--- src/rtl/core/typed_message_queue_assert.svh ---
// Assertion macros shared by the typed message queue RTL.
// Depends on nothing; included by the modules that carry assertions.
`ifndef TYPED_MESSAGE_QUEUE_ASSERT_SVH
`define TYPED_MESSAGE_QUEUE_ASSERT_SVH

// The consequent must hold in the same cycle as the antecedent.
`define TMQ_ASSERT_NOW(label, clk, rst, ante, cons) \
   label: assert property (@(posedge clk) disable iff (rst) (ante) |-> (cons)) \
      else $error("assertion failed");

// The consequent must hold in the cycle after the antecedent.
`define TMQ_ASSERT_NEXT(label, clk, rst, ante, cons) \
   label: assert property (@(posedge clk) disable iff (rst) (ante) |=> (cons)) \
      else $error("assertion failed");

`endif

--- src/rtl/core/tmq_pkg.sv ---
// Package for the typed message queue: sizes, codes, state type and the
// command and status structs between controller and datapath. No dependencies.
`default_nettype none
package tmq_pkg;
   localparam int MAX_MSGS      = 64;
   localparam int IDX_W         = $clog2(MAX_MSGS);
   localparam int CNT_W         = IDX_W + 1;
   localparam int MAX_MSG_BYTES = 4096;
   localparam logic [15:0] LIMIT_RESET = 16'd16384;

   localparam logic [1:0] REQ_SEND  = 2'd0;
   localparam logic [1:0] REQ_RECV  = 2'd1;
   localparam logic [1:0] REQ_FLUSH = 2'd2;

   localparam logic [2:0] ST_OK      = 3'd0;
   localparam logic [2:0] ST_BAD     = 3'd1;
   localparam logic [2:0] ST_FULL    = 3'd2;
   localparam logic [2:0] ST_NOMATCH = 3'd3;
   localparam logic [2:0] ST_SMALL   = 3'd4;

   typedef enum logic [2:0] {
      S_IDLE, S_SCAN, S_DECIDE, S_SHIFT, S_FINISH
   } state_type;

   typedef struct packed {
      logic load;
      logic scan;
      logic decide;
      logic shift;
      logic shift_end;
      logic finish;
   } tmq_cmd_type;

   typedef struct packed {
      logic scan_done;
      logic shift_needed;
      logic shift_done;
      logic out_free;
   } tmq_stat_type;
endpackage
`default_nettype wire

--- src/rtl/core/tmq_ctrl.sv ---
// Controller state machine of the typed message queue.
// Depends on tmq_pkg; drives the datapath through tmq_cmd_type commands.
`default_nettype none
module tmq_ctrl import tmq_pkg::*; (
   input  wire logic   clock,
   input  wire logic   reset,
   input  wire logic   req_valid,
   output logic        req_stall,
   input  tmq_stat_type stat,
   output tmq_cmd_type  cmd
);
   state_type state_ff, state_in;

   always_ff @(posedge clock) begin
      if (reset) begin
         state_ff <= S_IDLE;
      end else begin
         state_ff <= state_in;
      end
   end

   always_comb begin
      state_in = state_ff;
      unique case (state_ff)
         S_IDLE:   if (req_valid) state_in = S_SCAN;
         S_SCAN:   if (stat.scan_done) state_in = S_DECIDE;
         S_DECIDE: state_in = stat.shift_needed ? S_SHIFT : S_FINISH;
         S_SHIFT:  if (stat.shift_done) state_in = S_FINISH;
         S_FINISH: if (stat.out_free) state_in = S_IDLE;
         default:  state_in = S_IDLE;
      endcase
   end

   always_comb begin
      cmd       = '0;
      req_stall = 1'b1;
      unique case (state_ff)
         S_IDLE: begin
            req_stall = 1'b0;
            cmd.load  = req_valid;
         end
         S_SCAN:   cmd.scan = 1'b1;
         S_DECIDE: cmd.decide = 1'b1;
         S_SHIFT: begin
            cmd.shift     = 1'b1;
            cmd.shift_end = stat.shift_done;
         end
         S_FINISH: cmd.finish = stat.out_free;
         default: ;
      endcase
   end
endmodule
`default_nettype wire

--- config.mk ---
export PLATFORM = sky130hd
export DESIGN_NAME = tmq_ctrl
export DESIGN_NICKNAME = d
export VERILOG_FILES = /design/src/rtl/core/typed_message_queue_assert.svh /design/src/rtl/core/tmq_pkg.sv /design/src/rtl/core/tmq_ctrl.sv
export SDC_FILE = /design/constraint.sdc
export NUM_CORES = 1
export LEC_CHECK = 0
export BUFFER_PORTS_ARGS = -buffer_cell sky130_fd_sc_hd__buf_2
export CORE_AREA = 10 10 47 49
export DETAILED_ROUTE_END_ITERATION = 16
export DIE_AREA = 0 0 57 59
export HOLD_SLACK_MARGIN = 0.05
export PLACE_DENSITY = 0.48
export REMOVE_ABC_BUFFERS = 1
export SLEW_MARGIN = 0
export SYNTH_ARGS = -nofsm -noshare
export SYNTH_HDL_FRONTEND = slang
export SYNTH_SLANG_ARGS = --single-unit
--- constraint.sdc ---
create_clock -name clock -period 3 [get_ports clock]
set_input_delay 0.15 -clock clock [delete_from_list [all_inputs] [get_ports clock]]
set_output_delay 0.15 -clock clock [all_outputs]
set_load 0.03 [all_outputs]
==> run summary, run 1 <==
For the total area of sequential cells, the log shows 60.1 um^2. Once the floorplan was initialized, standard cells occupied 16.2% of the core. The worst setup path category was flop to primary output.

The number of I/O pins came out at 14. Register bank with the most flops: state_ff. Combinational share of power: 33.2%. The final layout contains routed wiring with a total length of 668 um. The logs give 0 for the final-report max-slew violation count and 26.5% for the fraction of the yosys area taken by sequential cells. Yosys printed 0 warnings. The post-cts repair resize count was 0.

The run gives 3 as the clock sink total. For the pin with the worst max-slew slack, the measured transition is 370 ps. The worst-case IR drop observed on VDD is 127 uV. Leaving out fill and tap cells, the most frequent cells in the layout are buf_2 (13), nor2_1 (5), clkbuf_4 (3), dfxtp_1 (3).

In this run the remaining antenna-violating nets after routing total 0. 0 antenna diodes ended up in the layout. In this run the static leakage power is 0.000154 uW. The largest net degree at the start of global routing was 12; the final weighted congestion of routability-driven global placement was 0.670.

Clock-pin slew was measured on the worst setup and hold paths at 40 ps. Ranked by total cell area, the synthesized netlist is headed by dfxtp_1 (27%), a2111oi_4 (12%), nor2_1 (8.3%). Net switching is 36.4% of the power. After filler insertion, the fill cell instance count of the layout stands at 170. The type of the most critical hold path is input port to flop.

After detailed routing, the number of remaining DRC violations is 0. STA puts the critical path data arrival time at 1310 ps. The run gives 37.9% as the clock network fraction of total power. TritonCTS built the clock tree.

The clock passes through at most 2 buffers. Broken down by cell family, the worst path's largest delay share belongs to simple AND/OR/NAND/NOR gates. The tools report the clock root buffer as clkbuf_4. The run gives 67.7 uW as the switching power of the nets. The worst path buffer plus inverter count is 1, and the placeable core region is 1400 um^2. The clock insertion delay at the later pin of the skew report came out at 230 ps.

In the final layout, the share of cells above drive strength 1 is 45.5%. The internal power contribution is 118 uW, and the overall routing resource usage is 4.06%. The multi-input combinational cells in the finished layout cover a total of 151 um^2.

The final layout contains 52 nets. In this run, the number of DRC markers left after iteration 0 of detailed routing was 2. After clock tree synthesis, the flow added hold-fix buffers numbering 0.

The run gives 20 as the number of distinct library cell variants in the gate-level netlist after synthesis. The die covers 3360 um^2. The clock period could shrink to 1460 ps.

The share of total power dissipated in sequential elements is 28.9%. The signal on the critical path passes through or3_2 -> buf_2. The final clock skew came out at 5.37 ps. The largest registers in the layout are state_ff (3). Detailed placement finished with a half-perimeter wire length of 573 um. The standard cell area after detailed placement was 308 um^2. The total overflow left after global routing is 0.

The worst flop-to-flop path startpoint is state_ff[1]. The achievable clock frequency is 685 MHz. The die is 59 um tall. Share of Yosys cell area claimed by the top area cell type: 26.5%. The tools report the number of buffers added by the clock tree synthesis step as 3. The kind of start point of the critical path was a flop. Count of final hold-check violations: 0. Leading cell type in the layout, fill and taps excluded: buf_2. The synthesized design spends more area on one cell type than any other, namely dfxtp_1. After layout, the worst path uses 48.7% of the clock period. Dividing the detail-routed wire length by the instance count gives 11.1 um. The hold-critical path endpoint was state_ff[2].

The logs give 2850 ps for the critical path required time and 0 for the number of antenna violations at the first check in global routing. The run gives 258 as the number of global-route vias before repair. The floorplan has 14 rows. The endpoint identified for the worst register-to-register timing path is state_ff[1].

The number of setup buffers added after CTS is 0. The worst register-to-register path has a depth of 3. The logs give 334 um^2 for the cell area after layout and 1.05 mm for the global-route wire length before repair. The register with the most flip-flops in the layout has 3 of them.

The vias after detailed routing is 244. The worst pin sits at a relative slew slack of 75.3%. The level count of the clock H-tree came out at 1. The slowest stage of the critical path is the or3_2 cell. The worst hold path was traced through 2 stages. In the synthesized netlist, the number of instances is 28. The run finished with clean final reports. The worst hold path begins at stat[0]. The critical path endpoint category is a primary output. Across all register-to-register paths, the minimum setup slack is 1720 ps. The post-synth design cell area is 226 um^2, and the number of I/O port buffers is 13.

Adding up every negative setup slack in the final design gives 0 ps. Setup repair after global routing left no endpoint under its margin. Critical path startpoint: state_ff[0]. Compared with the post-synthesis result, the final layout area differs by 47.5%. The flip-flop and latch count after synthesis came out at 3. Along the worst path, the maximum fanout reaches 11.

The floorplan die width is 57 um, and the number of failing setup endpoints in the final timing report is 0. The power density of the placed cells was 556 nW/um^2; the count of TritonRoute iterations in the first routing pass was 3. The total of max-cap violations was 0; the worst stage delay on the critical path was 480 ps. Averaged over all synthesized cells, the footprint is 8.09 um^2.

Dividing the detail-routed via count by the number of cells gives 4.07.
final cells by class:
cell class / count / area share (%)
Tap cell: 16 / 5.99
Multi-Input combinational cell: 21 / 45.3
Clock buffer: 4 / 7.87
Timing Repair Buffer: 13 / 19.5
Inverter: 3 / 3.37
Sequential cell: 3 / 18.0
metal layers:
metal	GRT usage [%]	vias up	share of wire, %
li1	-	133	-
met1	3.20	107	36
met3	2.58	0	7.6
met4	3.02	0	0
met2	7.13	4	56
met5	0	-	0
worst max-delay path by stage:
stage,endpoint,cells after the start
2_1_floorplan,cmd[5],2
3_3_place_gp,state_ff[1],3
3_5_place_dp,state_ff[1],3
4_1_cts,req_stall,2
5_1_grt,req_stall,2
6_report,req_stall,2
synth_stat cells:
cell,instances
a2111oi_0,1
nor2_1,5
or3_2,1
a21oi_1,2
nand3b_1,1
inv_2,1
nor2b_1,1
nor3_1,1
or3_1,1
dfxtp_1,3
inv_1,2
mux2_4,1
nor3b_1,1
o21ai_0,1
nand2b_1,1
a211oi_1,1
nand2_1,1
clkbuf_1,1
a2111oi_4,1
o32ai_1,1
worst register-to-register path: cells and delay by family (launching register included):
family,cells,cell delay (ps)
flops,1,440
mux,1,320
compound gates,1,330
buf+inv,1,100
power by group through the flow:
stage               combinational [uW]  clock (uW)  sequential (uW)
finish                            61.6        70.4             53.7
CTS                               63.4        73.9             53.7
floorplan                         45.2           0             52.4
global route                      67.1        77.3             54.8
global placement                  63.4           0             54.6
detailed placement                63.1           0             54.3
cell families (layout without fill, tap and decap cells):
group	Yosys count	count (layout)	synth area share [%]
AOI/OAI and AO/OA	7	7	29.8
buffers and inverters	4	20	6.63
DFF	3	3	26.5
muxes	1	1	6.63
and+or+nand+nor	13	13	30.4
per-stage QoR:
step	worst slack (ps)	utilization [%]	hold slack [ps]	total power, uW	cells
finish	1540	23.8	131	186	60
global route	1480	23.8	139	199	60
CTS	1520	23.8	123	191	60
detailed placement	1720	22.0	375	117	56
global placement	1750	22.0	382	118	56
floorplan	1610	-	225	97.6	27
(Power assumes the default switching activity.)
==> inputs of run 2 (changes only) <==
- ABC_AREA: unset -> 1
- PLACE_DENSITY: 0.48 -> 0.49
- clock period: 3 -> 1.45 ns (I/O delays scaled with it)
==> run 2 against run 1 <==
Effect of this change:
- area after synthesis is 6.6% higher
- wire length is 5.5% higher
- cell area grew 8.6%
- register-to-register slack got worse by 1400 ps
- clock skew down 2.3 ps
- largest power group is now combinational cells
==> run summary, run 2 <==
The count of final hold-check violations is 0 (unchanged), and the share of the synthesized area in compound gates (AO/OA/AOI/OAI) is 9.33% (-21 points). The post-cts repair resize count was 0 (unchanged); the share of synthesized flip-flops with an asynchronous set or reset was 0% (unchanged). Number of I/O port buffers: 13 (unchanged). The fraction of final layout cells with drive strength greater than 1 is 37.3% (-8.2 points), and the total number of nets in the final design is 67 (+29%). Summed over all instances, the cell type with the most area after synthesis is dfxtp_1.

The number of enable-type register cells in the synthesized netlist works out to 0 (unchanged). The tools report the total setup buffers inserted after CTS as 0 (unchanged). The fraction of the yosys area taken by sequential cells was 24.9% (-1.6 points).

Number of vias per cell: 3.87 (-4.9%). Count of antenna-violating nets left after detailed routing: 0 (unchanged). The tools report the number of filler cells placed in the layout as 166 (-2.4%). For the worst relative slew slack, the log shows 82.6% (+7.3 points). The logs give 300 ps (-1420 ps) for the setup slack of the most critical reg-to-reg path and 1 (+1) for the number of hold-repair buffers added at the cts stage. For the post-synth design cell area, the log shows 241 um^2 (+6.6%). For the number of global-route vias before repair, the log shows 284 (+10%).

The total power was 823 uW (+340%). Startpoint of the worst hold path: stat[1]. The post-layout worst setup margin was 173 ps (-1370 ps). The area growth from synthesis to layout is 50.3%.

The most critical setup path has its startpoint at state_ff[0]. The starting density of the core is 17.2% (+1.1 points). The cell with the most instances after synthesis was inv_1. The overall routing resource usage is 4.36% (+0.31 points). The pin slew with the least headroom to its limit was 261 ps (-109 ps). The final-report max-slew violation count is 0 (unchanged). The clock root buffer was clkbuf_4. By area, the combinational part of the netlist is dominated by simple AND/OR/NAND/NOR gates. For the total wire length, the log shows 705 um (+5.5%).

The worst setup path is captured at a primary output. The mean cell area of the mapped netlist is 5.89 um^2 (-27%), and the flip-flop and latch count after synthesis is 3 (unchanged). Yosys attributes the largest share of cell area to dfxtp_1 (25%), inv_1 (16%), nand3_1 (12%). STA classifies the critical path startpoint as a flop. For the count of TritonRoute iterations in the first routing pass, the log shows 5 (+2). The number of buffers on the longest clock path was 2 (unchanged); the post-route clock period utilization was 88.1%.

The level count of the clock H-tree is 1 (unchanged). The number of antenna violations at the first check in global routing is 0 (unchanged). The tools report the clock sink total as 3 (unchanged). The number of buffers added by the clock tree synthesis step came out at 3 (unchanged).

The library cells used most frequently in the layout, excluding fill and tap cells, are buf_2 (13), inv_1 (10), nand3_1 (6), nor2_1 (5), nand2_1 (5). The logs give 41 (+46%) for the gate count of the mapped netlist and 0 (unchanged) for the count of unresolved DRC violations after routing. Power density of the placed cells: 2270 nW/um^2 (+310%). The largest net degree at the start of global routing is 8 (-4), and the sum of overflow across all layers after global routing is 0 (unchanged).

The dominant synthesized flop cell was dfxtp_1. The maximum fanout count along the critical path is 7 (-4). The maximum vdd ir drop was 489 uV (+290%). The floorplan die width is 57 um (unchanged), and the vertical extent of the die is 59 um (unchanged).

The cell area after layout is 363 um^2 (+8.6%), and the average detailed-routed wire length per instance is 9.40 um (-16%). The placeable core region is 1400 um^2 (unchanged), and the number of cells traversed by the worst hold path is 4 (+2). Ranked by flip-flop count, first place goes to state_ff. The critical path required time came out at 1380 ps (-1470 ps).

The logs give 12 (-40%) for the number of distinct library cell variants in the gate-level netlist after synthesis and 46 um (-9.8%) for the met3 wire length. Parity-gate share of the synthesized area counting xor and xnor cells: 0% (unchanged). The critical path is of the flop to primary output type.

The final critical path time including I/O delays and setup works out to 1280 ps. The logs give 1.14 mm (+8.6%) for the global-route wire length before repair and 3360 um^2 (unchanged) for the area enclosed by the die boundary. TritonCTS built the clock tree. The top layer reached by signal wires is met3. The min-delay analysis places its worst path in the category input port to flop. The tools report the pre-CTS worst setup slack as 294 ps (-1430 ps).

Routed metal-1 wirelength: 312 um (+28%). The largest registers in the layout are state_ff (3). The final antenna diode count came out at 0 (unchanged).

The tools report the total of max-cap violations as 0 (unchanged). The tools report the placed wire-length estimate after detailed placement as 576 um (+0.54%). Post-synthesis simple-gate area fraction: 48.7% (+18 points). The tools report the number of I/O pins as 14 (unchanged). Leading cell type in the layout, fill and taps excluded: buf_2. The logs give 0 (unchanged) for the number of warning messages in the yosys log and 345 um (-7.3%) for the sum of met2 wire segment lengths after detailed routing. The worst endpoint data arrival time came out at 1200 ps (-110 ps).

The share of Yosys cell area claimed by the top area cell type is 24.9% (-1.6 points). The flow ran to the end, and the final reports show no timing, DRC or antenna violations. Clock transition time at the flip-flop clock pins of the worst setup and hold paths: 40 ps (about the same). Capture instance of the worst register-to-register path: state_ff[2]. Initial DRC count: 6 (+4).

The number of flip-flops under the largest register name is 3 (unchanged), and the vias after detailed routing is 290 (+19%). The cell count of the worst reg-to-reg path works out to 7 (+4). The worst hold path terminates at state_ff[1]. The run gives 0.732 (+9.1%) as the final weighted congestion of routability-driven global placement. Setup repair after global routing left no endpoint under its margin. The number of failing setup endpoints in the final timing report is 0 (unchanged), and the achievable clock frequency is 783 MHz. For the leakage power of the design, the log shows 0.000214 uW (+39%). The adder and majority cell fraction of the synthesized area was 0% (unchanged). The worst flop-to-flop path startpoint was state_ff[2]. The standard cell area after detailed placement came out at 327 um^2 (+6.1%).

For the final clock skew, the log shows 3.05 ps (-2.32 ps). Clock insertion delay at the later pin of the skew report: 230 ps (about the same). The mux cell area share after synthesis works out to 0% (-6.6 points). The tools report the worst hold slack across all endpoints as 126 ps (-5.03 ps).

For the site row count, the log shows 14 (unchanged). By count the netlist is led by inv_1 (10), nand3_1 (6), nand2_1 (5), nor2_1 (5).
-- run 2: cell types whose count changed after synthesis, moves of 2 or more --
cell and delta:
nand3_2 +2, nor2_2 +3, nand3_1 +6, inv_1 +8
nand2_1 +4
-- run 2: worst max path at each step --
stage                        endpoint  slack [ps]  cells past startpoint
final                          cmd[5]         170                      4
after global routing           cmd[5]          70                      4
after CTS                      cmd[5]         170                      4
after detailed placement  state_ff[2]         290                      7
after global placement    state_ff[2]         290                      7
after floorplan                cmd[0]         -40                      2
-- run 2: critical path, stage by stage (launching register included) --
cell	delay, ps
dfxtp_1	370
nor2_1	200
nand2_1	110
nor2_1	90
buf_2	200
-- run 2: power by group --
part	switching (uW)	total (uW)	internal (uW)	leakage, uW
logic	342	499	157	0.000175
registers	58.7	176	118	0.0000247
clock network	43.8	147	103	0.0000150
-- run 2: stage by stage --
step	cells	TNS, ps	util [%]
after floorplan	41	-37.7	-
after global placement	70	0	23.3
after detailed placement	70	0	23.3
after CTS	75	0	25.9
after global routing	75	0	25.9
final	75	0	25.9
-- run 2: layout make-up --
type	count	area (um^2)	area share, %
well taps	16	20.0	5.52
multi-input cells	27	140	38.6
repair buffers	14	75.1	20.7
clock buffers	4	26.3	7.24
flip-flops and latches	3	60.1	16.6
inverters	11	41.3	11.4
-- run 2: kinds of logic (layout without fill, tap and decap cells) --
kind of cell	after synthesis	after routing
flops	3	3
buf+inv	11	29
simple gates	23	23
compound gates	4	4
-- run 2: layer usage --
layer  GRT usage, %  vias up
li1               -      165
met1           4.15      119
met2           7.13        6
met3           3.65        0
met4           1.01        0
met5              0        -
==> inputs of run 3 (changes only) <==
- BUFFER_PORTS_ARGS: -buffer_cell sky130_fd_sc_hd__buf_2 -> unset
- DONT_BUFFER_PORTS: unset -> 1
- GPL_ROUTABILITY_DRIVEN: unset -> 0
- PLACE_DENSITY: 0.49 -> 0.4
==> run 3 against run 2 <==
Effect of this change:
- largest power group unchanged
- clock power hardly changed
- clock skew down 0.52 ps
- hold slack improved by 37 ps
- highest routed layer is now met4
==> run summary, run 3 (synthesis gave the netlist of run 2 again) <==
The pin slew with the least headroom to its limit came out at 268 ps (+7.12 ps). The total negative slack for setup checks is 0 ps (unchanged), and the count of TritonRoute iterations in the first routing pass is 2 (-3). The setup path with the least slack is of type flop to primary output. The area enclosed by the die boundary was 3360 um^2 (unchanged). The slowest stage of the critical path belongs to the cell dfxtp_1. The largest net degree at the start of global routing is 8 (unchanged), and the number of I/O port buffers is 0 (-13). The vias after detailed routing is 272 (-6.2%), and the post-cts repair resize count is 0 (unchanged). TritonCTS built the clock tree. The tools report the global-route wire length before repair as 1.19 mm (+4.8%). The total power was 831 uW (+1.1%); the number of global-route vias before repair was 289 (+1.8%).

The worst relative slew slack is 82.0% (-0.62 points), and the combinational share of power is 61.2% (+0.5 points). For the worst endpoint data arrival time, the log shows 1230 ps (+30 ps). The post-route clock period utilization is 89.8% (+1.7 points). The placed wire-length estimate after detailed placement was 585 um (+1.6%); the sum of overflow across all layers after global routing was 0 (unchanged). The global-route met3 utilization was 3.43% (-0.21 points); the met1 demand-to-capacity share in global routing was 4.37% (+0.22 points). The fraction of power consumed by sequential logic came out at 21.0% (-0.4 points).

Clock transition time at the flip-flop clock pins of the worst setup and hold paths: 40 ps (about the same). The switching fraction of total power is 53.0% (-1.0 points). The internal power contribution came out at 391 uW (+3.3%). The count of antenna-violating nets left after detailed routing was 0 (unchanged).

The tools report the final antenna diode count as 0 (unchanged). The run gives 3 (unchanged) as the number of buffers added by the clock tree synthesis step. The fraction of final layout cells with drive strength greater than 1 was 26.9% (-10 points).

The maximum fanout count along the critical path is 6 (-1). The clock root buffer is clkbuf_4. Kind of start point of the critical path: a flop. The logs give 3 (-3) for the initial DRC count and 0.000185 uW (-14%) for the leakage power of the design. The number of antenna violations at the first check in global routing was 0 (unchanged). The flow ran to the end, and the final reports show no timing, DRC or antenna violations. The final critical path time including I/O delays and setup was 1300 ps (+24.6 ps); the final clock skew was 2.53 ps (-0.517 ps). Utilization after layout: 24.6% (-1.3 points). The leading cell type in the layout, fill and taps excluded is inv_1. The top cell types in the final layout, fill and taps aside, are inv_1 (10), nand3_1 (6), nor2_1 (5), nand2_1 (5), buf_4 (5).

Traced cell by cell, the critical path runs through inv_2 -> nor4_1 -> buf_4. Number of vias per cell: 4.00 (+3.4%). The switching power of the nets is 441 uW (-0.83%). The logs give 558 uV (+14%) for the maximum vdd ir drop and 1 (unchanged) for the level count of the clock H-tree.

Clock insertion delay at the later pin of the skew report: 230 ps (about the same). The total wire length is 687 um (-2.6%), and the standard cell area after detailed placement is 299 um^2 (-8.4%). The register bank with the most flops was state_ff.

Floorplan die width: 57 um (unchanged). The logs give 60 (-10%) for the total number of nets in the final design and 0 (unchanged) for the total of max-cap violations. The average detailed-routed wire length per instance works out to 10.1 um (+7.5%). The vertical extent of the die was 59 um (unchanged); the worst stage delay on the critical path was 410 ps (+40 ps). The number of buffers on the longest clock path was 2 (unchanged).

The path class of the tightest hold or removal check is input port to flop. Relative to the synthesized area, the layout overhead comes to 43.0%. The count of unresolved DRC violations after routing was 0 (unchanged).

The placeable core region is 1400 um^2 (unchanged). The power density of the placed cells came out at 2410 nW/um^2 (+6.2%). The site row count is 14 (unchanged).

The logs give 162 ps (+36.8 ps) for the worst hold slack across all endpoints and 17.2% (unchanged) for the starting density of the core. The layer with the highest usage is met2. The tools report the clock sink total as 3 (unchanged). The logs give 1380 ps (about the same) for the critical path required time and 0 (unchanged) for the final-report max-slew violation count. Setup repair after global routing left no endpoint under its margin. The number of flip-flops under the largest register name was 3 (unchanged). The number of I/O pins was 14 (unchanged); the cell area after layout was 345 um^2 (-4.8%). The critical path endpoint category is a primary output. The tools report the met2 capacity usage during global routing as 7.29% (+0.16 points).

The clock network fraction of total power was 17.8% (about the same). The run gives 0 (unchanged) as the count of final hold-check violations. The largest registers in the layout are state_ff (3). For the number of failing setup endpoints in the final timing report, the log shows 0 (unchanged). The achievable clock frequency is 768 MHz (-1.9%), and the overall routing resource usage is 4.57% (+0.21 points).
## run 3: cell types whose count changed in the layout (fill, tap and decap cells not counted), sizes merged
cell | previous run | this run
dlygate4sd3 | 1 | 2
buf | 13 | 5
## run 3: path summary, 6_finish.rpt
| kind | start | end | slack (ps) | cells after the start |
|---|---|---|---|---|
| hold reg to reg | state_ff[2] | state_ff[2] | 580 | 2 |
| setup reg to reg | state_ff[2] | state_ff[2] | 300 | 7 |
| hold / removal | stat[2] | state_ff[0] | 160 | 4 |
| setup / recovery | state_ff[2] | cmd[0] | 150 | 3 |
## run 3: cell type report
cell class,instances,area [um^2]
Fill cell,172,1060
Multi-Input combinational cell,27,140
Sequential cell,3,60.1
Timing Repair Buffer,7,57.6
Inverter,11,41.3
Clock buffer,4,26.3
Tap cell,16,20.0
## run 3: per-layer routing
metal	wire length (um)	part of all wire [%]	vias to the layer above
li1	-	-	151
met1	273	40	112
met2	350	51	7
met3	54	7.9	2
met4	8	1.2	0
met5	0	0	-
## run 3: worst max-delay path: cells and delay by family (launching register included)
family,cells,cell delay [ps]
flip-flops,1,410
buffers and inverters,2,320
AND/OR/NAND/NOR,1,270
## run 3: per-stage QoR
step	worst slack [ps]	std cells
floorplan	-37.7	41
global placement	290	62
detailed placement	296	62
CTS	120	68
global route	11.9	68
finish	148	68
## run 3: repair_timing
item,in CTS,in global routing
endpoints found under the hold margin,3,0
setup endpoints to repair,0,0
setup buffers,0,0
hold buffers,2,0
## run 3: power by group through the flow
stage / clock, uW / sequential, uW / combinational (uW)
floorplan: 0 / 165 / 385
global placement: 0 / 178 / 515
detailed placement: 0 / 177 / 511
CTS: 152 / 176 / 518
global route: 160 / 187 / 580
finish: 148 / 174 / 509
